$ cat src/sv/pfe_pkg.sv
`timescale 1ns / 1ps
// Package for the printf format engine: parser, divider and sequencer types,
// character codes and the digit-to-ASCII helper. No dependencies.
package pfe_pkg;

    localparam int ARG_W = 64;

    // ASCII codes the parser and the printer use
    localparam logic [7:0] CH_NUL     = 8'h00;
    localparam logic [7:0] CH_PERCENT = 8'h25;
    localparam logic [7:0] CH_MINUS   = 8'h2d;
    localparam logic [7:0] CH_ZERO    = 8'h30;
    localparam logic [7:0] CH_XU      = 8'h58;
    localparam logic [7:0] CH_A_LOW   = 8'h61;
    localparam logic [7:0] CH_C       = 8'h63;
    localparam logic [7:0] CH_D       = 8'h64;
    localparam logic [7:0] CH_H       = 8'h68;
    localparam logic [7:0] CH_I       = 8'h69;
    localparam logic [7:0] CH_L       = 8'h6c;
    localparam logic [7:0] CH_O       = 8'h6f;
    localparam logic [7:0] CH_P       = 8'h70;
    localparam logic [7:0] CH_U       = 8'h75;
    localparam logic [7:0] CH_X       = 8'h78;

    // Argument sizes in words
    localparam logic [2:0] WORDS_NONE = 3'd0;
    localparam logic [2:0] WORDS_ONE  = 3'd1;
    localparam logic [2:0] WORDS_TWO  = 3'd2;
    localparam logic [2:0] WORDS_FOUR = 3'd4;

    // Divide by ten: q = (x * RECIP10) >> RECIP_SHIFT, exact for x below 2560
    localparam logic [12:0] RECIP10     = 13'd3277;
    localparam int          RECIP_SHIFT = 15;
    localparam logic [11:0] TEN         = 12'd10;
    localparam logic [2:0]  DEC_LAST_STEP = 3'd7;

    typedef enum logic [2:0] {
        PH_NORMAL = 3'd0,
        PH_LENGTH = 3'd1,
        PH_SHORT  = 3'd2,
        PH_LONG   = 3'd3,
        PH_SPEC   = 3'd4,
        PH_WAIT   = 3'd5
    } phase_t;

    typedef enum logic [2:0] {
        LEN_DEFAULT = 3'd0,
        LEN_HH      = 3'd1,
        LEN_H       = 3'd2,
        LEN_L       = 3'd3,
        LEN_LL      = 3'd4
    } len_t;

    typedef enum logic [2:0] {
        KIND_NONE = 3'd0,
        KIND_CHAR = 3'd1,
        KIND_SDEC = 3'd2,
        KIND_UDEC = 3'd3,
        KIND_HEX  = 3'd4,
        KIND_OCT  = 3'd5
    } kind_t;

    typedef enum logic [1:0] {
        RESP_STATUS = 2'd0,
        RESP_CHAR   = 2'd1,
        RESP_NUMBER = 2'd2
    } resp_kind_t;

    typedef enum logic [1:0] {
        RADIX_OCT = 2'd0,
        RADIX_DEC = 2'd1,
        RADIX_HEX = 2'd2
    } radix_t;

    typedef enum logic [1:0] {
        DIV_NONE = 2'd0,
        DIV_LOAD = 2'd1,
        DIV_NEXT = 2'd2
    } div_cmd_t;

    typedef enum logic {
        DS_IDLE = 1'b0,
        DS_RUN  = 1'b1
    } div_state_t;

    typedef enum logic [2:0] {
        SEQ_IDLE    = 3'd0,
        SEQ_CONVERT = 3'd1,
        SEQ_SIGN    = 3'd2,
        SEQ_READ    = 3'd3,
        SEQ_DIGIT   = 3'd4
    } seq_state_t;

    // Parser decision for the beat being accepted
    typedef struct packed {
        resp_kind_t        kind;
        logic [7:0]        ch;
        logic              negative;
        radix_t            radix;
        logic [ARG_W-1:0]  magnitude;
        logic              need_arg;
        logic [2:0]        arg_words;
    } pfe_resp_t;

    // Divider status back to the sequencer
    typedef struct packed {
        logic       digit_ready;
        logic [3:0] digit;
        logic       quotient_zero;
    } div_status_t;

    function automatic logic [2:0] words_for_len(input len_t len);
        logic [2:0] w;
        case (len)
            LEN_LL:  w = WORDS_FOUR;
            LEN_L:   w = WORDS_TWO;
            default: w = WORDS_ONE;
        endcase
        return w;
    endfunction

    function automatic logic [7:0] digit_char(input logic [3:0] d);
        logic [7:0] c;
        if (d < 4'd10)
            c = CH_ZERO + {4'b0000, d};
        else
            c = CH_A_LOW + {4'b0000, d} - 8'd10;
        return c;
    endfunction

endpackage

$ cat src/sv/pfe_in_if.sv
`timescale 1ns / 1ps
// Input channel: format character or argument beat with valid/ready.
// Stand-alone; no package needed.
interface pfe_in_if;
    logic        valid;
    logic        ready;
    logic        action;
    logic [7:0]  format_char;
    logic [63:0] arg_value;

    modport source (output valid, action, format_char, arg_value, input ready);
    modport sink   (input valid, action, format_char, arg_value, output ready);
endinterface

$ cat src/sv/pfe_out_if.sv
`timescale 1ns / 1ps
// Output channel: one printed character or status beat with valid/ready.
// Stand-alone; no package needed.
interface pfe_out_if;
    logic       valid;
    logic       ready;
    logic [7:0] out_char;
    logic       char_valid;
    logic       last;
    logic       need_arg;
    logic [2:0] arg_words;

    modport source (output valid, out_char, char_valid, last, need_arg, arg_words,
                    input ready);
    modport sink   (input valid, out_char, char_valid, last, need_arg, arg_words,
                    output ready);
endinterface

$ cat src/sv/pfe_parser.sv
`timescale 1ns / 1ps
// Format string parser: phase, length and pending-kind registers, decides what
// each accepted beat prints and prepares the argument magnitude. Uses pfe_pkg.
module pfe_parser
    import pfe_pkg::*;
#(
    parameter int WORD_BITS = 16
)
(
    input  logic             clk,
    input  logic             rst_n,
    input  logic             accept,
    input  logic             action,
    input  logic [7:0]       format_char,
    input  logic [ARG_W-1:0] arg_value,
    output pfe_resp_t        resp
);

    localparam int BITS1 = WORD_BITS;
    localparam int BITS2 = 2 * WORD_BITS;
    localparam int BITS4 = (4 * WORD_BITS > ARG_W) ? ARG_W : 4 * WORD_BITS;
    localparam logic [ARG_W-1:0] MASK1 = (BITS1 >= ARG_W) ? '1 :
                                         ((64'd1 << BITS1) - 64'd1);
    localparam logic [ARG_W-1:0] MASK2 = (BITS2 >= ARG_W) ? '1 :
                                         ((64'd1 << BITS2) - 64'd1);
    localparam logic [ARG_W-1:0] MASK4 = (BITS4 >= ARG_W) ? '1 :
                                         ((64'd1 << BITS4) - 64'd1);

    phase_t phase_reg, phase_next;
    len_t   len_reg,   len_next;
    kind_t  kind_reg,  kind_next;

    kind_t            spec_kind;
    logic             do_spec;
    resp_kind_t       rkind;
    logic [7:0]       rch;
    logic [ARG_W-1:0] mask;
    logic             sign_bit;
    logic [ARG_W-1:0] masked;
    logic             negative;
    logic [ARG_W-1:0] magnitude;

    // Conversion specifier decode
    always_comb
    begin
        case (format_char) inside
            CH_C:             spec_kind = KIND_CHAR;
            CH_D, CH_I:       spec_kind = KIND_SDEC;
            CH_U:             spec_kind = KIND_UDEC;
            CH_X, CH_XU, CH_P: spec_kind = KIND_HEX;
            CH_O:             spec_kind = KIND_OCT;
            default:          spec_kind = KIND_NONE;
        endcase
    end

    // Next parser state and what this beat prints
    always_comb
    begin
        phase_next = phase_reg;
        len_next   = len_reg;
        kind_next  = kind_reg;
        do_spec    = 1'b0;
        rkind      = RESP_STATUS;
        rch        = CH_NUL;
        if (!action) begin
            if (format_char == CH_NUL) begin
                phase_next = PH_NORMAL;
                len_next   = LEN_DEFAULT;
                kind_next  = KIND_NONE;
            end else begin
                unique case (phase_reg)
                    PH_NORMAL:
                    begin
                        if (format_char == CH_PERCENT) begin
                            phase_next = PH_LENGTH;
                        end else begin
                            rkind = RESP_CHAR;
                            rch   = format_char;
                        end
                    end
                    PH_LENGTH:
                    begin
                        if (format_char == CH_H) begin
                            len_next   = LEN_H;
                            phase_next = PH_SHORT;
                        end else if (format_char == CH_L) begin
                            len_next   = LEN_L;
                            phase_next = PH_LONG;
                        end else begin
                            do_spec = 1'b1;
                        end
                    end
                    PH_SHORT:
                    begin
                        if (format_char == CH_H) begin
                            len_next   = LEN_HH;
                            phase_next = PH_SPEC;
                        end else begin
                            do_spec = 1'b1;
                        end
                    end
                    PH_LONG:
                    begin
                        if (format_char == CH_L) begin
                            len_next   = LEN_LL;
                            phase_next = PH_SPEC;
                        end else begin
                            do_spec = 1'b1;
                        end
                    end
                    PH_SPEC:
                    begin
                        do_spec = 1'b1;
                    end
                    PH_WAIT:
                    begin
                        // characters are ignored while an argument is due
                    end
                    default:
                    begin
                        phase_next = PH_NORMAL;
                        len_next   = LEN_DEFAULT;
                        kind_next  = KIND_NONE;
                    end
                endcase
            end
        end else if (phase_reg == PH_WAIT) begin
            if (kind_reg == KIND_CHAR) begin
                rkind = RESP_CHAR;
                rch   = arg_value[7:0];
            end else begin
                rkind = RESP_NUMBER;
            end
            phase_next = PH_NORMAL;
            len_next   = LEN_DEFAULT;
            kind_next  = KIND_NONE;
        end

        // Specifier character: "%%", a known conversion, or dropped
        if (do_spec) begin
            if (format_char == CH_PERCENT) begin
                rkind      = RESP_CHAR;
                rch        = CH_PERCENT;
                phase_next = PH_NORMAL;
                len_next   = LEN_DEFAULT;
                kind_next  = KIND_NONE;
            end else if (spec_kind != KIND_NONE) begin
                kind_next  = spec_kind;
                phase_next = PH_WAIT;
            end else begin
                phase_next = PH_NORMAL;
                len_next   = LEN_DEFAULT;
                kind_next  = KIND_NONE;
            end
        end
    end

    // Argument cut to its length, sign-extended and negated for signed decimal
    always_comb
    begin
        case (len_reg)
            LEN_LL:
            begin
                mask     = MASK4;
                sign_bit = arg_value[BITS4-1];
            end
            LEN_L:
            begin
                mask     = MASK2;
                sign_bit = arg_value[BITS2-1];
            end
            default:
            begin
                mask     = MASK1;
                sign_bit = arg_value[BITS1-1];
            end
        endcase
        masked   = arg_value & mask;
        negative = (kind_reg == KIND_SDEC) && sign_bit;
        if (negative)
            magnitude = ~(masked | ~mask) + 64'd1;
        else
            magnitude = masked;
    end

    // Decision record
    always_comb
    begin
        resp.kind      = rkind;
        resp.ch        = rch;
        resp.negative  = negative;
        resp.magnitude = magnitude;
        case (kind_reg)
            KIND_HEX: resp.radix = RADIX_HEX;
            KIND_OCT: resp.radix = RADIX_OCT;
            default:  resp.radix = RADIX_DEC;
        endcase
        resp.need_arg = (phase_next == PH_WAIT);
        if (phase_next != PH_WAIT)
            resp.arg_words = WORDS_NONE;
        else if (kind_next == KIND_CHAR)
            resp.arg_words = WORDS_ONE;
        else
            resp.arg_words = words_for_len(len_next);
    end

    // Parser state registers
    always_ff @(posedge clk or negedge rst_n)
    begin
        if (!rst_n) begin
            phase_reg <= PH_NORMAL;
            len_reg   <= LEN_DEFAULT;
            kind_reg  <= KIND_NONE;
        end else if (accept) begin
            phase_reg <= phase_next;
            len_reg   <= len_next;
            kind_reg  <= kind_next;
        end
    end

endmodule

$ cat src/sv/pfe_divider.sv
`timescale 1ns / 1ps
// Shared divide-by-radix unit: one digit per command. Hex and octal shift one
// digit out directly; decimal runs eight byte steps of a constant-reciprocal divide by ten.
// Uses pfe_pkg.
module pfe_divider
    import pfe_pkg::*;
(
    input  logic             clk,
    input  logic             rst_n,
    input  div_cmd_t         cmd,
    input  logic [ARG_W-1:0] load_value,
    input  radix_t           load_radix,
    output div_status_t      status
);

    div_state_t       state_reg, state_next;
    logic             ready_reg, ready_next;
    logic [2:0]       step_reg,  step_next;
    logic [ARG_W-1:0] value_reg, value_next;
    radix_t           radix_reg, radix_next;
    logic [3:0]       rem_reg,   rem_next;
    logic [3:0]       digit_reg, digit_next;

    logic [11:0] dec_x;
    logic [24:0] dec_prod;
    logic [7:0]  dec_q;
    logic [11:0] dec_r;

    // Remainder and next dividend byte, divided by ten
    always_comb
    begin
        dec_x    = {rem_reg, value_reg[ARG_W-1 -: 8]};
        dec_prod = 25'(dec_x) * 25'(RECIP10);
        dec_q    = dec_prod[RECIP_SHIFT +: 8];
        dec_r    = dec_x - 12'(dec_q) * TEN;
    end

    // Sequencing of one digit
    always_comb
    begin
        state_next = state_reg;
        ready_next = 1'b0;
        step_next  = step_reg;
        value_next = value_reg;
        radix_next = radix_reg;
        rem_next   = rem_reg;
        digit_next = digit_reg;
        unique case (cmd)
            DIV_LOAD:
            begin
                value_next = load_value;
                radix_next = load_radix;
                rem_next   = 4'd0;
                step_next  = 3'd0;
                state_next = DS_RUN;
            end
            DIV_NEXT:
            begin
                rem_next   = 4'd0;
                step_next  = 3'd0;
                state_next = DS_RUN;
            end
            default:
            begin
                if (state_reg == DS_RUN) begin
                    case (radix_reg)
                        RADIX_HEX:
                        begin
                            digit_next = value_reg[3:0];
                            value_next = value_reg >> 4;
                            ready_next = 1'b1;
                            state_next = DS_IDLE;
                        end
                        RADIX_OCT:
                        begin
                            digit_next = {1'b0, value_reg[2:0]};
                            value_next = value_reg >> 3;
                            ready_next = 1'b1;
                            state_next = DS_IDLE;
                        end
                        default:
                        begin
                            // quotient bytes shift in as dividend bytes shift out
                            value_next = {value_reg[ARG_W-9:0], dec_q};
                            rem_next   = dec_r[3:0];
                            step_next  = step_reg + 3'd1;
                            if (step_reg == DEC_LAST_STEP) begin
                                digit_next = dec_r[3:0];
                                ready_next = 1'b1;
                                state_next = DS_IDLE;
                            end
                        end
                    endcase
                end
            end
        endcase
    end

    // Control registers
    always_ff @(posedge clk or negedge rst_n)
    begin
        if (!rst_n) begin
            state_reg <= DS_IDLE;
            ready_reg <= 1'b0;
            step_reg  <= 3'd0;
        end else begin
            state_reg <= state_next;
            ready_reg <= ready_next;
            step_reg  <= step_next;
        end
    end

    // Datapath registers
    always_ff @(posedge clk)
    begin
        value_reg <= value_next;
        radix_reg <= radix_next;
        rem_reg   <= rem_next;
        digit_reg <= digit_next;
    end

    assign status.digit_ready   = ready_reg;
    assign status.digit         = digit_reg;
    assign status.quotient_zero = (value_reg == '0);

endmodule

$ cat src/sv/printf_format_engine_unit.sv
`timescale 1ns / 1ps
// Top level of the printf format engine: parser, shared divider, digit store,
// print sequencer and output register. Uses pfe_pkg, pfe_in_if, pfe_out_if.

// A format character beat or an ignored argument beat yields one result beat
// (the character, or a status beat with char_valid low). A %c argument does
// the same. A numeric argument runs the shared divider once per digit, least
// significant first, into the digit store, with eight byte steps of the divide
// by ten per decimal digit and a single shift per hex or octal digit; up to 20
// decimal, 22 octal or 16 hex digits for 64 bits. The characters ('-' first
// for a negative value) then leave one by one while the sink is ready, each
// digit through a registered read of the digit store. The block accepts no
// beat while a number is being converted or printed; every item ends with a
// beat marked last, and need_arg/arg_words report the parser state after that
// item.
module printf_format_engine_unit
    import pfe_pkg::*;
#(
    parameter int WORD_BITS   = 16,
    parameter int DIGIT_DEPTH = 22
)
(
    input  logic      clk,
    input  logic      rst_n,
    pfe_in_if.sink    item,
    pfe_out_if.source result
);

    localparam int CNT_W = $clog2(DIGIT_DEPTH + 1);
    localparam int IDX_W = $clog2(DIGIT_DEPTH);

    pfe_resp_t   resp;
    div_cmd_t    div_cmd;
    div_status_t div_status;

    seq_state_t       state_reg, state_next;
    logic [CNT_W-1:0] count_reg, count_next;
    logic             neg_reg,   neg_next;

    logic       out_valid_reg;
    logic [7:0] out_char_reg;
    logic       char_valid_reg;
    logic       last_reg;
    logic       need_arg_reg;
    logic [2:0] arg_words_reg;

    logic       out_free;
    logic       accept;
    logic       load_en;
    logic [7:0] load_char;
    logic       load_valid;
    logic       load_last;
    logic       load_need;
    logic [2:0] load_words;

    logic             store_we;
    logic [IDX_W-1:0] rd_addr;
    logic [3:0]       rd_data_reg;
    logic [3:0]       digit_store [DIGIT_DEPTH];

    assign out_free   = !out_valid_reg || result.ready;
    assign item.ready = (state_reg == SEQ_IDLE) && out_free;
    assign accept     = item.valid && item.ready;

    pfe_parser #(
        .WORD_BITS (WORD_BITS)
    ) u_parser (
        .clk         (clk),
        .rst_n       (rst_n),
        .accept      (accept),
        .action      (item.action),
        .format_char (item.format_char),
        .arg_value   (item.arg_value),
        .resp        (resp)
    );

    pfe_divider u_divider (
        .clk        (clk),
        .rst_n      (rst_n),
        .cmd        (div_cmd),
        .load_value (resp.magnitude),
        .load_radix (resp.radix),
        .status     (div_status)
    );

    // Print sequencer
    always_comb
    begin
        state_next = state_reg;
        count_next = count_reg;
        neg_next   = neg_reg;
        div_cmd    = DIV_NONE;
        store_we   = 1'b0;
        load_en    = 1'b0;
        load_char  = CH_NUL;
        load_valid = 1'b0;
        load_last  = 1'b0;
        load_need  = 1'b0;
        load_words = WORDS_NONE;
        unique case (state_reg)
            SEQ_IDLE:
            begin
                if (accept) begin
                    if (resp.kind == RESP_NUMBER) begin
                        div_cmd    = DIV_LOAD;
                        count_next = '0;
                        neg_next   = resp.negative;
                        state_next = SEQ_CONVERT;
                    end else begin
                        load_en    = 1'b1;
                        load_char  = resp.ch;
                        load_valid = (resp.kind == RESP_CHAR);
                        load_last  = 1'b1;
                        load_need  = resp.need_arg;
                        load_words = resp.arg_words;
                    end
                end
            end
            SEQ_CONVERT:
            begin
                if (div_status.digit_ready) begin
                    store_we   = 1'b1;
                    count_next = count_reg + 1'b1;
                    if (div_status.quotient_zero ||
                        count_reg == CNT_W'(DIGIT_DEPTH - 1)) begin
                        state_next = neg_reg ? SEQ_SIGN : SEQ_READ;
                    end else begin
                        div_cmd = DIV_NEXT;
                    end
                end
            end
            SEQ_SIGN:
            begin
                if (out_free) begin
                    load_en    = 1'b1;
                    load_char  = CH_MINUS;
                    load_valid = 1'b1;
                    state_next = SEQ_READ;
                end
            end
            SEQ_READ:
            begin
                state_next = SEQ_DIGIT;
            end
            SEQ_DIGIT:
            begin
                if (out_free) begin
                    load_en    = 1'b1;
                    load_char  = digit_char(rd_data_reg);
                    load_valid = 1'b1;
                    load_last  = (count_reg == CNT_W'(1));
                    count_next = count_reg - 1'b1;
                    state_next = (count_reg == CNT_W'(1)) ? SEQ_IDLE : SEQ_READ;
                end
            end
            default:
            begin
                state_next = SEQ_IDLE;
            end
        endcase
    end

    // Sequencer registers
    always_ff @(posedge clk or negedge rst_n)
    begin
        if (!rst_n) begin
            state_reg <= SEQ_IDLE;
            count_reg <= '0;
            neg_reg   <= 1'b0;
        end else begin
            state_reg <= state_next;
            count_reg <= count_next;
            neg_reg   <= neg_next;
        end
    end

    // Digit store: written least significant first, read back top down
    assign rd_addr = IDX_W'(count_reg - 1'b1);

    always_ff @(posedge clk)
    begin
        if (store_we)
            digit_store[count_reg[IDX_W-1:0]] <= div_status.digit;
        rd_data_reg <= digit_store[rd_addr];
    end

    // Output register
    always_ff @(posedge clk or negedge rst_n)
    begin
        if (!rst_n) begin
            out_valid_reg <= 1'b0;
        end else if (load_en) begin
            out_valid_reg <= 1'b1;
        end else if (result.ready) begin
            out_valid_reg <= 1'b0;
        end
    end

    always_ff @(posedge clk)
    begin
        if (load_en) begin
            out_char_reg   <= load_char;
            char_valid_reg <= load_valid;
            last_reg       <= load_last;
            need_arg_reg   <= load_need;
            arg_words_reg  <= load_words;
        end
    end

    assign result.valid      = out_valid_reg;
    assign result.out_char   = out_char_reg;
    assign result.char_valid = char_valid_reg;
    assign result.last       = last_reg;
    assign result.need_arg   = need_arg_reg;
    assign result.arg_words  = arg_words_reg;

endmodule

$ cat src/flat_wrapper.sv
// flat-port wrapper written by rule: the top's interface ports become plain ports
module printf_format_engine_unit_flat import pfe_pkg::*;
#(
    parameter int WORD_BITS   = 16,
    parameter int DIGIT_DEPTH = 22
)
  (clk, rst_n, item_valid, item_action, item_format_char, item_arg_value, item_ready, result_valid, result_out_char, result_char_valid, result_last, result_need_arg, result_arg_words, result_ready);
  pfe_in_if item_i ();
  pfe_out_if result_i ();
  input  logic clk;
  input  logic rst_n;
  input wire logic [$bits(item_i.valid)-1:0] item_valid;
  input wire logic [$bits(item_i.action)-1:0] item_action;
  input wire logic [$bits(item_i.format_char)-1:0] item_format_char;
  input wire logic [$bits(item_i.arg_value)-1:0] item_arg_value;
  output wire logic [$bits(item_i.ready)-1:0] item_ready;
  output wire logic [$bits(result_i.valid)-1:0] result_valid;
  output wire logic [$bits(result_i.out_char)-1:0] result_out_char;
  output wire logic [$bits(result_i.char_valid)-1:0] result_char_valid;
  output wire logic [$bits(result_i.last)-1:0] result_last;
  output wire logic [$bits(result_i.need_arg)-1:0] result_need_arg;
  output wire logic [$bits(result_i.arg_words)-1:0] result_arg_words;
  input wire logic [$bits(result_i.ready)-1:0] result_ready;
  assign item_i.valid = item_valid;
  assign item_i.action = item_action;
  assign item_i.format_char = item_format_char;
  assign item_i.arg_value = item_arg_value;
  assign item_ready = item_i.ready;
  assign result_valid = result_i.valid;
  assign result_out_char = result_i.out_char;
  assign result_char_valid = result_i.char_valid;
  assign result_last = result_i.last;
  assign result_need_arg = result_i.need_arg;
  assign result_arg_words = result_i.arg_words;
  assign result_i.ready = result_ready;
  printf_format_engine_unit #(.WORD_BITS(WORD_BITS), .DIGIT_DEPTH(DIGIT_DEPTH)) u_core (.clk(clk), .rst_n(rst_n), .item(item_i), .result(result_i));
endmodule
$ cat config.mk
export PLATFORM = sky130hd
export DESIGN_NAME = printf_format_engine_unit_flat
export DESIGN_NICKNAME = d
export VERILOG_FILES = /design/src/sv/pfe_pkg.sv /design/src/sv/pfe_in_if.sv /design/src/sv/pfe_out_if.sv /design/src/sv/pfe_parser.sv /design/src/sv/pfe_divider.sv /design/src/sv/printf_format_engine_unit.sv /design/src/flat_wrapper.sv
export SDC_FILE = /design/constraint.sdc
export NUM_CORES = 1
export LEC_CHECK = 0
export ABC_CLOCK_PERIOD_IN_PS = 7470
export BUFFER_PORTS_ARGS = -buffer_cell sky130_fd_sc_hd__buf_2
export CAP_MARGIN = 20
export CORE_ASPECT_RATIO = 0.8
export CORE_MARGIN = 5
export CORE_UTILIZATION = 60
export DETAILED_ROUTE_END_ITERATION = 10
export HOLD_SLACK_MARGIN = 0.12
export MAX_ROUTING_LAYER = met4
export PLACE_DENSITY = 0.75
export SLEW_MARGIN = 10
export SYNTH_ARGS = -nofsm -noshare
export SYNTH_HDL_FRONTEND = slang
export SYNTH_HIERARCHICAL = 1
export SYNTH_SLANG_ARGS = --single-unit
$ cat constraint.sdc
create_clock -name clk -period 7.47 [get_ports clk]
set_clock_uncertainty 0.2 [all_clocks]
set_input_delay 1.494 -clock clk [delete_from_list [all_inputs] [get_ports clk]]
set_output_delay 1.494 -clock clk [all_outputs]
set_load 0.02 [all_outputs]
Yosys cells after proc, flatten, opt, wreduce, memory -nomap -nowiden:

Memory sizes are Yosys's and may differ from the RTL's. A register that Yosys moved wholly into a read port is not among the register bits.
Index checks and enable logic that the tools add are counted.

* input port bits: 77
* memory bits (writable): 88
* register bits: 112
* memories: 1

Memories
* u_core.digit_store: depth 22, width 4, rd ports 1, clocked after memory_dff 1, wr ports 1, RTL line printf_format_engine_unit.sv:59 `logic [3:0] digit_store [DIGIT_DEPTH];`

* eq/ne operators: 46
* bitwise operators: 9
* mux-type cells: 119
* order comparisons: 1
* multipliers: 2
* reduce and logical (&&, ||, !) cells: 35
* add/sub/neg operators: 8

Operators by type and width (number)
* $pmux 64 s2: 3
* $mux 64: 2
* $not 64->64: 2
* $mux 3: 42
* $mux 8: 12
* $eq 8x7->1 const B: 10
* $add 64x1->64 const B: 1
* $and 64x64->64: 1
* $logic_not 64->1: 1
* $or 64x64->64: 1
* $mux 1: 31
* $pmux 3 s5: 2
* $eq 3x3->1 const B: 9
* $pmux 8 s3: 1
* $mul 12x12->23 const B: 1
* $eq 3x2->1 const B: 7
* $mux 5: 4
* $mux 2: 9
* $pmux 5 s3: 1
* $eq 3x1->1 const B: 4
* $pmux 3 s4: 1
* $ne 2x1->1 const B: 5
* $reduce_or 2->1: 5
* $reduce_bool 3->1: 3
* other kinds (39): 62

Depth between registers and ports, before layout:

Gate-level depths: netlist of run 1.

* depth in word-level cells: 15
* depth in mapped cells: 24
* depth with buffers taken out: 24

By module:

Netlist of run 1, hierarchy kept.

By module, submodules not included
* pfe_divider: instances 1, area an instance 7364.6 um^2, cells an instance 787, sequential area each 2307.2 um^2
* printf_format_engine_unit: instances 1, area an instance 5084.9 um^2, cells an instance 330, sequential area each 3393.3 um^2
* pfe_parser: instances 1, area an instance 3310.7 um^2, cells an instance 498, sequential area each 225.2 um^2

Worst setup path before layout of run 1:

OpenSTA, ideal clock, no wires.

* path type: input -> register
* from: in item_format_char[3]
* to: reg u_core.u_divider.value_reg[0] (enable)
* setup slack: -0.860 ns
* cell stages on the path: 13
* setup time: 0.486 ns
* arrival: 7.644 ns
* data required time: 6.784 ns
* path buffers: 3
* cell sequence: clkbuf_1 -> nor3b_1 -> a31oi_1 -> o311ai_0 -> nor2_1 -> or3_1 -> nand3b_1 -> nor4b_1 -> ha_1 -> clkbuf_1 -> clkbuf_1 -> nor2_1 -> nor2_1

RTL lines
* from (decl): RTL line flat_wrapper.sv:14 `input wire logic [$bits(item_i.format_char)-1:0] item_format_char;`
* to (signal assigned): RTL line pfe_divider.sv:116 `value_reg <= value_next;`
* to (decl): RTL line pfe_divider.sv:19 `logic [ARG_W-1:0] value_reg, value_next;`

Worst setup path in the final report of run 1:

* from: reg u_core.u_divider.value_reg[59]
* to: reg u_core.u_divider.digit_reg[3], data pin

* longest elaborated chain between the ends: 5

RTL lines
* $mul 12x12->23: RTL line pfe_divider.sv:33 `dec_prod = 25'(dec_x) * 25'(RECIP10);`
* $mul 8x3->3: RTL line pfe_divider.sv:35 `dec_r = dec_x - 12'(dec_q) * TEN;`
* $sub 4x4->4 (*): RTL line pfe_divider.sv:35
* $mux 4 (*): RTL line pfe_divider.sv:87 `if (step_reg == DEC_LAST_STEP) begin`
* $pmux 4 s2 (*): RTL line pfe_divider.sv:66 `case (radix_reg)`
* to (signal assigned): RTL line pfe_divider.sv:119 `digit_reg <= digit_next;`
* to (decl): RTL line pfe_divider.sv:22 `logic [3:0] digit_reg, digit_next;`

Every way passes the cells marked *; elsewhere a longest branch is shown, timed or not. The select of a mux whose other input is x is not followed.
A chain may end at the register's enable or synchronous reset.

==> impl_metrics.prom, run 1 <==
# TYPE chip_impl_metric gauge
chip_impl_metric{name="largest_register_ff_count",unit=""} 88
chip_impl_metric{name="post_cts.resized_instances",unit=""} 0
chip_impl_metric{name="cap_violations",unit=""} 0
chip_impl_metric{name="synth_cell_type_count",unit=""} 96
chip_impl_metric{name="powerDensity",unit="nW/um^2"} 331
chip_impl_metric{name="antenna_found_initial",unit=""} 0
chip_impl_metric{name="finalMaxSlewViolations",unit=""} 0
chip_impl_metric{name="post_synth.cell_area_avg",unit="um^2"} 9.76
chip_impl_metric{name="drt-wirelength-per-cell",unit="um"} 19.7
chip_impl_metric{name="area_growth_syn_to_layout",unit="%"} 9.12
chip_impl_metric{name="ioPinCount",unit=""} 93
chip_impl_info{name="synthTopCellsByArea",value="edfxtp_1 (33%), ha_1 (7.7%), mux2i_1 (5.3%)"} 1
chip_impl_metric{name="crit_required",unit="ns"} 7.51
chip_impl_info{name="timing.critical_path.to_type",value="register"} 1
chip_impl_metric{name="drt-pass1-iter-count",unit=""} 5
chip_impl_metric{name="clock_tree.buffer_depth",unit=""} 3
chip_impl_metric{name="seqPwrFrac",unit="%"} 25.7
chip_impl_metric{name="vdd_drop_max",unit="V"} 0.000486
chip_impl_info{name="r2r-start",value="u_core/u_divider/value_reg[59]$_DFFE_PP_"} 1
chip_impl_metric{name="route.vias.total",unit=""} 12700
chip_impl_metric{name="number_of_non_filler_instances_in_the_completed_layout",unit=""} 2030
chip_impl_metric{name="synth_edf_count",unit=""} 172
chip_impl_metric{name="track_usage",unit="%"} 27.5
chip_impl_metric{name="setup-tns-final",unit="ns"} 0
chip_impl_metric{name="post-synth-top-area-fraction",unit="%"} 32.8
chip_impl_metric{name="cts_setup_buffers",unit=""} 0
chip_impl_info{name="reg2reg_to",value="u_core/u_divider/digit_reg[3]$_DFFE_PP_"} 1
chip_impl_metric{name="syn_nets",unit=""} 1827
chip_impl_metric{name="post_synth_instance_area",unit="um^2"} 15800
chip_impl_metric{name="drtAntennaViolNets",unit=""} 0
chip_impl_metric{name="cp.arrival",unit="ns"} 6.56
chip_impl_metric{name="wire_length_of_the_first_global_routing_pass",unit="um"} 64500
chip_impl_metric{name="fin_crit_sh",unit="%"} 87.3
chip_impl_metric{name="tightestPinTransition",unit="ns"} 1.02
chip_impl_info{name="worstSetupStartpointType",value="register"} 1
chip_impl_info{name="synth_ff_type",value="edfxtp_1"} 1
chip_impl_metric{name="via_per_inst",unit=""} 6.25
chip_impl_metric{name="dp_cells",unit=""} 1990
chip_impl_metric{name="die_area",unit="um^2"} 29600
chip_impl_metric{name="postSynthRegisterBits",unit=""} 204
chip_impl_metric{name="grt_start_max_net_pins",unit=""} 86
chip_impl_metric{name="clkSinkCount",unit=""} 204
chip_impl_info{name="critPathCapture",value="u_core/u_divider/digit_reg[3]$_DFFE_PP_"} 1
chip_impl_info{name="tritoncts",value="built"} 1
chip_impl_metric{name="post_route_cells_drive_above_1_share",unit="%"} 12.3
chip_impl_metric{name="dpl-instance-area",unit="um^2"} 16400
chip_impl_metric{name="die_height",unit="um"} 155
chip_impl_info{name="outcome",value="finished clean"} 1
chip_impl_metric{name="final_period_minus_worst_setup_slack",unit="ns"} 6.52
chip_impl_info{name="timing_worst_setup_path_type",value="reg2reg"} 1
chip_impl_metric{name="drt_wl_total",unit="um"} 39900
chip_impl_metric{name="start_util",unit="%"} 60.5
chip_impl_metric{name="yosys_warnings",unit=""} 6
chip_impl_metric{name="netSwitchingPower",unit="mW"} 2.30
chip_impl_metric{name="max_clock_freq",unit="GHz"} 0.153
chip_impl_info{name="setup_repair_after_global_routing_missed_its_margin",value="false"} 1
chip_impl_metric{name="place.gp.congestion",unit=""} 0.921
chip_impl_metric{name="die_width",unit="um"} 191
chip_impl_metric{name="p_int",unit="mW"} 3.39
chip_impl_metric{name="synth-seq-area-share",unit="%"} 37.6
chip_impl_metric{name="place.detailed.hpwl",unit="um"} 28900
chip_impl_metric{name="number_of_fill_cells_in_the_layout",unit=""} 2085
chip_impl_metric{name="clock_insertion_delay_worst_skew",unit="ns"} 0.51
chip_impl_metric{name="final_area",unit="um^2"} 17200
chip_impl_metric{name="reg2regPathDepth",unit=""} 24
chip_impl_metric{name="first_iter_violations",unit=""} 1407
chip_impl_metric{name="cts.hold.buffers_added",unit=""} 0
chip_impl_info{name="crit_path_start",value="u_core/u_divider/value_reg[59]$_DFFE_PP_"} 1
chip_impl_info{name="ctsRootBufferMaster",value="clkbuf_16"} 1
chip_impl_metric{name="core_region_area",unit="um^2"} 26100
chip_impl_metric{name="finalSetupViolCount",unit=""} 0
chip_impl_metric{name="total_clock_buffers_created_by_cts",unit=""} 22
chip_impl_metric{name="setup.reg_to_reg.worst_slack",unit="ns"} 0.95
chip_impl_metric{name="num-nets-final",unit=""} 1869
chip_impl_metric{name="clock_tree.htree_level_count",unit=""} 1
chip_impl_info{name="synth_area_leader_cell",value="edfxtp_1"} 1
chip_impl_metric{name="post_synth_inst_count",unit=""} 1615
chip_impl_info{name="hp-class",value="reg2reg"} 1
chip_impl_metric{name="antennaDiodeCount",unit=""} 0
chip_impl_metric{name="power.clock.fraction",unit="%"} 20.8
chip_impl_metric{name="overflow",unit=""} 0
chip_impl_metric{name="port_buffers",unit=""} 92
chip_impl_metric{name="crit_path_max_fanout",unit=""} 9
chip_impl_metric{name="placement_rows",unit=""} 53
chip_impl_metric{name="cellLeakagePower",unit="nW"} 6.74
chip_impl_metric{name="slew_headroom",unit="%"} 31.8
chip_impl_metric{name="synth-async-reset-ratio",unit="%"} 11.8
chip_impl_metric{name="power.share.switching",unit="%"} 40.4
chip_impl_metric{name="timing_hold_violations_final",unit=""} 0
chip_impl_metric{name="power.combinational.fraction",unit="%"} 53.5
chip_impl_metric{name="clock_transition_at_the_registers_of_the_reported_paths",unit="ns"} 0.07
chip_impl_metric{name="grt_pass1_vias",unit=""} 12000
chip_impl_metric{name="route.detailed.drc",unit=""} 0
## per-stage QoR
| step | setup WS (ns) | power [mW] | util (%) | hold WS [ns] |
|---|---|---|---|---|
| after floorplan | 0.206 | 3.77 | - | 0.293 |
| after global placement | 1.14 | 4.38 | 62.9 | 0.322 |
| after detailed placement | 1.00 | 4.47 | 62.9 | 0.328 |
| after CTS | 0.965 | 5.68 | 66.0 | 0.344 |
| after global routing | 0.547 | 6.13 | 66.0 | 0.383 |
| final | 0.946 | 5.69 | 66.0 | 0.341 |
## routing by layer
layer	track usage (%)	routed length (um)	share of wire, %	vias up
met2	38.9	17200	43	575
met1	43.5	18800	47	6054
met4	3.90	520	1.3	0
met5	-	0	0	-
li1	-	-	-	6000
met3	3.75	3420	8.6	50
## cells in the mapped netlist (all sizes together) (8+ instances only)
master / count
a21oi: 104
o21ai: 112
o41ai: 9
nor2: 152
nand2: 132
a21o: 10
inv: 137
o211ai: 11
edfxtp: 172
dfxtp: 8
and3: 8
nand2b: 17
xor2: 41
nor3b: 10
fa: 38
xnor2: 19
or3: 25
o31ai: 15
mux2i: 83
nand4: 14
clkbuf: 57
mux4: 20
buf: 30
nand3: 28
dfrtp: 24
ha: 97
nor2b: 9
a22o: 16
and2: 12
or4: 19
nor3: 29
nor4: 33
## cells by family after synthesis
logic type | synth area share [%]
and+or+nand+nor | 17.1
AOI/OAI and AO/OA | 14.9
buffers and inverters | 5.84
DFF | 37.6
adders and majority gates | 12.5
muxes | 8.42
xor gates and xnor gates | 3.60
## critical path: stages (launching register included)
cell	delay, ns
edfxtp_1	0.60
inv_1	0.08
ha_1	0.31
inv_1	0.06
fa_1	0.52
inv_1	0.05
fa_1	0.50
fa_1	0.55
inv_1	0.05
fa_1	0.52
inv_1	0.04
ha_1	0.38
inv_1	0.11
o21ba_2	0.16
o32ai_1	0.10
o31ai_1	0.40
nand2_1	0.21
inv_1	0.10
ha_1	0.14
inv_1	0.05
fa_1	0.37
xnor2_1	0.16
xnor3_1	0.30
xnor2_1	0.16
mux2i_1	0.10
## final cells by class
type | count | area (um^2) | share of cell area, %
multi-input combinational | 1187 | 8930 | 52.0
sequential | 204 | 5930 | 34.5
clock buffer | 31 | 634 | 3.69
timing repair buffer | 105 | 583 | 3.39
inverter | 137 | 514 | 2.99
tap | 357 | 447 | 2.60
clock inverter | 9 | 159 | 0.924
## worst min path at each step
stage	to	cells after the start	from	slack, ns
2_1_floorplan	u_core/u_parser/kind_reg[1]$_DFFE_PN0P_	1	u_core/u_parser/kind_reg[1]$_DFFE_PN0P_	0.29
6_report	u_core/neg_reg$_DFFE_PN0P_	2	u_core/neg_reg$_DFFE_PN0P_	0.34
5_1_grt	u_core/u_parser/kind_reg[1]$_DFFE_PN0P_	1	u_core/u_parser/kind_reg[1]$_DFFE_PN0P_	0.38
4_1_cts	u_core/u_divider/step_reg[1]$_DFFE_PN0P_	2	u_core/u_divider/step_reg[1]$_DFFE_PN0P_	0.34
3_3_place_gp	u_core/neg_reg$_DFFE_PN0P_	2	u_core/neg_reg$_DFFE_PN0P_	0.32
3_5_place_dp	u_core/u_parser/kind_reg[1]$_DFFE_PN0P_	1	u_core/u_parser/kind_reg[1]$_DFFE_PN0P_	0.33
## power by group through the flow
stage               clock network (mW)  registers [mW]  logic (mW)
finish                            1.19            1.46        3.04
global route                      1.25            1.47        3.40
CTS                               1.20            1.46        3.02
detailed placement                   0            1.48        2.99
global placement                     0            1.48        2.89
floorplan                            0            1.46        2.31
## placed cells by master (no fill, tap or decap), types with 9 or more instances in the layout
master     instances
nor2_1           151
inv_1            137
nor3_1            27
or3_1             24
buf_2             92
a21o_1            10
clkbuf_16         22
nand3_1           28
and2_1            11
dfrtp_1           24
mux2i_1           83
o41ai_1            9
a22o_1            16
o21ai_0          111
xnor2_1           19
nand2b_1          17
o31ai_1           15
o211ai_1          10
edfxtp_1         172
xor2_1            40
mux4_2            20
or4_1             15
a21oi_1          101
buf_4             11
ha_1              96
fa_1              38
nand4_1           14
nor4_1            29
nor2b_1            9
nand2_1          132
Note: power is estimated with default switching activity, not from simulation.
==> run 2, diff against run 1 <==
==> constraint.sdc (replaced) <==
create_clock -name clk -period 7.47 [get_ports clk]
set_clock_uncertainty 0.2 [all_clocks]
set_input_delay 1.1205 -clock clk [delete_from_list [all_inputs] [get_ports clk]]
set_output_delay 1.1205 -clock clk [all_outputs]
set_load 0.02 [all_outputs]
==> run 2 against run 1 <==
Routed wire length up 0.95%. Die area stayed put. Flip-flop and latch count did not move. Core utilization is 0.21 points lower. Design area fell by 0.32%. Sequential power barely moved. Register-to-register slack lost 0.05 ns. Critical endpoint unchanged. Global-route usage up 0.29 points. Non-clock buffer count up 2. Worst setup slack got worse by 0.047 ns. First-iteration DRC count grew 6.0%.
==> impl_metrics.prom, run 2 (synthesized netlist as in run 1, its figures left out) <==
# TYPE chip_impl_metric gauge
chip_impl_info{name="outcome",value="finished clean"} 1
chip_impl_metric{name="finalWorstSetupSlack",unit="ns"} 0.899
chip_impl_metric{name="clock_tree.buffer_depth",unit=""} 3
chip_impl_info{name="reg2reg_to",value="u_core/u_divider/digit_reg[3]$_DFFE_PP_"} 1
chip_impl_info{name="worstSetupStartpointType",value="register"} 1
chip_impl_metric{name="max_clock_freq",unit="GHz"} 0.152
chip_impl_metric{name="ioPinCount",unit=""} 93
chip_impl_metric{name="powerDensity",unit="nW/um^2"} 331
chip_impl_metric{name="grt_pass1_vias",unit=""} 11900
chip_impl_metric{name="crit_path_max_fanout",unit=""} 9
chip_impl_metric{name="number_of_fill_cells_in_the_layout",unit=""} 2093
chip_impl_metric{name="die_area",unit="um^2"} 29600
chip_impl_metric{name="place.gp.congestion",unit=""} 0.932
chip_impl_info{name="tritoncts",value="built"} 1
chip_impl_info{name="r2r-start",value="u_core/u_divider/value_reg[59]$_DFFE_PP_"} 1
chip_impl_info{name="mostFrequentLayoutCells",value="edfxtp_1 (172), nor2_1 (151), inv_1 (137)"} 1
chip_impl_metric{name="port_buffers",unit=""} 92
chip_impl_metric{name="clock_insertion_delay_worst_skew",unit="ns"} 0.51
chip_impl_metric{name="route.detailed.drc",unit=""} 0
chip_impl_info{name="worst_hold_path.endpoint",value="u_core/u_divider/step_reg[1]$_DFFE_PN0P_"} 1
chip_impl_metric{name="finalMaxSlewViolations",unit=""} 0
chip_impl_metric{name="cts_setup_buffers",unit=""} 0
chip_impl_metric{name="placement_rows",unit=""} 53
chip_impl_metric{name="start_util",unit="%"} 60.5
chip_impl_metric{name="cts.hold.buffers_added",unit=""} 0
chip_impl_info{name="min_from",value="u_core/u_divider/step_reg[1]$_DFFE_PN0P_"} 1
chip_impl_metric{name="final_period_minus_worst_setup_slack",unit="ns"} 6.57
chip_impl_metric{name="drt-wirelength-per-cell",unit="um"} 19.8
chip_impl_metric{name="first_iter_violations",unit=""} 1491
chip_impl_metric{name="finalPower",unit="mW"} 5.67
chip_impl_metric{name="post_cts.resized_instances",unit=""} 0
chip_impl_metric{name="drtAntennaViolNets",unit=""} 0
chip_impl_metric{name="post_place_setup_slack",unit="ns"} 0.991
chip_impl_metric{name="core_region_area",unit="um^2"} 26100
chip_impl_info{name="setup_repair_after_global_routing_missed_its_margin",value="false"} 1
chip_impl_metric{name="overflow",unit=""} 0
chip_impl_metric{name="slew_headroom",unit="%"} 29.8
chip_impl_metric{name="area_growth_syn_to_layout",unit="%"} 8.77
chip_impl_metric{name="cellLeakagePower",unit="nW"} 6.73
chip_impl_metric{name="fin_crit_sh",unit="%"} 88.0
chip_impl_metric{name="sequential_cell_area",unit="um^2"} 5930
chip_impl_metric{name="crit_required",unit="ns"} 7.51
chip_impl_metric{name="post_route_cells_drive_above_1_share",unit="%"} 12.5
chip_impl_metric{name="multi_input_comb_area",unit="um^2"} 8930
chip_impl_info{name="timing_worst_setup_path_type",value="reg2reg"} 1
chip_impl_metric{name="place.detailed.hpwl",unit="um"} 29100
chip_impl_metric{name="dpl-instance-area",unit="um^2"} 16400
chip_impl_metric{name="drt-pass1-iter-count",unit=""} 5
chip_impl_metric{name="num-nets-final",unit=""} 1871
chip_impl_metric{name="setup-tns-final",unit="ns"} 0
chip_impl_metric{name="cp.arrival",unit="ns"} 6.61
chip_impl_metric{name="timing_hold_violations_final",unit=""} 0
chip_impl_info{name="ctsRootBufferMaster",value="clkbuf_16"} 1
chip_impl_metric{name="vdd_drop_max",unit="V"} 0.000426
chip_impl_metric{name="drt_wl_total",unit="um"} 40300
chip_impl_metric{name="via_per_inst",unit=""} 6.27
chip_impl_metric{name="antenna_found_initial",unit=""} 0
chip_impl_metric{name="route.vias.total",unit=""} 12700
chip_impl_metric{name="antennaDiodeCount",unit=""} 0
chip_impl_metric{name="die_width",unit="um"} 191
chip_impl_metric{name="tightestPinTransition",unit="ns"} 1.05
chip_impl_info{name="hp-class",value="reg2reg"} 1
chip_impl_metric{name="track_usage",unit="%"} 27.8
chip_impl_metric{name="total_clock_buffers_created_by_cts",unit=""} 22
chip_impl_metric{name="cap_violations",unit=""} 0
chip_impl_metric{name="die_height",unit="um"} 155
chip_impl_metric{name="grt_start_max_net_pins",unit=""} 87
chip_impl_metric{name="clkSinkCount",unit=""} 204
chip_impl_metric{name="finalSetupViolCount",unit=""} 0
chip_impl_metric{name="largest_register_ff_count",unit=""} 88
chip_impl_metric{name="depth_of_the_worst_hold_timing_path",unit=""} 2
chip_impl_metric{name="dp_cells",unit=""} 1992
chip_impl_metric{name="clock_transition_at_the_registers_of_the_reported_paths",unit="ns"} 0.07
chip_impl_metric{name="setup.reg_to_reg.worst_slack",unit="ns"} 0.90
chip_impl_info{name="final_common_cell",value="edfxtp_1"} 1
chip_impl_info{name="timing.critical_path.to_type",value="register"} 1
chip_impl_metric{name="reg2regPathDepth",unit=""} 24
chip_impl_metric{name="wire_length_of_the_first_global_routing_pass",unit="um"} 65100
chip_impl_metric{name="final_area",unit="um^2"} 17100
chip_impl_metric{name="clock_tree.htree_level_count",unit=""} 1
chip_impl_metric{name="number_of_non_filler_instances_in_the_completed_layout",unit=""} 2032
run 2: cell types whose count changed in the layout (fill, tap and decap cells not counted), moves of 2 or more:
cell       before  now
buf_4          11   15
buf_12          2    0
bufinv_16       4    1
clkbuf_16      22   24
clkinv_2        2    6
run 2: cell type report:
class,instances,area share [%]
clock inverters,8,0.394
clock buffers,32,3.97
well taps,357,2.61
inverters,137,3.00
multi-input cells,1187,52.1
repair buffers,107,3.34
flip-flops and latches,204,34.6
run 2: power breakdown:
group / switching (mW) / leakage [nW] / internal [mW]
logic: 1.80 / 4.41 / 1.30
clock network: 0.447 / 0.373 / 0.666
registers: 0.0949 / 1.95 / 1.37
total: 2.34 / 6.73 / 3.33
run 2: worst max path at each step:
stage                                                   from                                       to  depth (start not counted)
finish              u_core/u_divider/value_reg[59]$_DFFE_PP_  u_core/u_divider/digit_reg[3]$_DFFE_PP_                         24
global route        u_core/u_divider/value_reg[58]$_DFFE_PP_  u_core/u_divider/digit_reg[3]$_DFFE_PP_                         24
CTS                 u_core/u_divider/value_reg[58]$_DFFE_PP_  u_core/u_divider/digit_reg[3]$_DFFE_PP_                         24
detailed placement  u_core/u_divider/value_reg[58]$_DFFE_PP_  u_core/u_divider/digit_reg[3]$_DFFE_PP_                         24
global placement    u_core/u_divider/value_reg[58]$_DFFE_PP_  u_core/u_divider/digit_reg[3]$_DFFE_PP_                         24
floorplan                                item_format_char[3]  u_core/u_divider/value_reg[0]$_DFFE_PP_                         13
run 2: worst max-delay path: stages (launching register included):
cell,delay (ns)
edfxtp_1,0.58
inv_1,0.10
ha_1,0.32
inv_1,0.06
fa_1,0.53
inv_1,0.05
fa_1,0.50
fa_1,0.55
inv_1,0.06
fa_1,0.53
inv_1,0.04
ha_1,0.38
inv_1,0.11
o21ba_2,0.15
o32ai_1,0.11
o31ai_1,0.41
nand2_1,0.21
inv_1,0.10
ha_1,0.13
inv_1,0.04
fa_1,0.37
xnor2_1,0.16
xnor3_1,0.30
xnor2_1,0.19
mux2i_1,0.12
run 2: per-stage QoR:
step,utilization [%],hold slack (ns)
2_1_floorplan,-,0.293
3_3_place_gp,62.9,0.327
3_5_place_dp,62.9,0.332
4_1_cts,65.8,0.343
5_1_grt,65.8,0.361
6_report,65.8,0.343
run 2: metal layers:
metal / up-vias / track usage, % / wire length, um / share of wire (%)
met3: 31 / 3.61 / 3380 / 8.4
met5: - / - / 0 / 0
met2: 568 / 39.8 / 17600 / 44
met1: 6124 / 43.8 / 18900 / 47
li1: 6011 / - / - / -
met4: 0 / 3.52 / 422 / 1.0
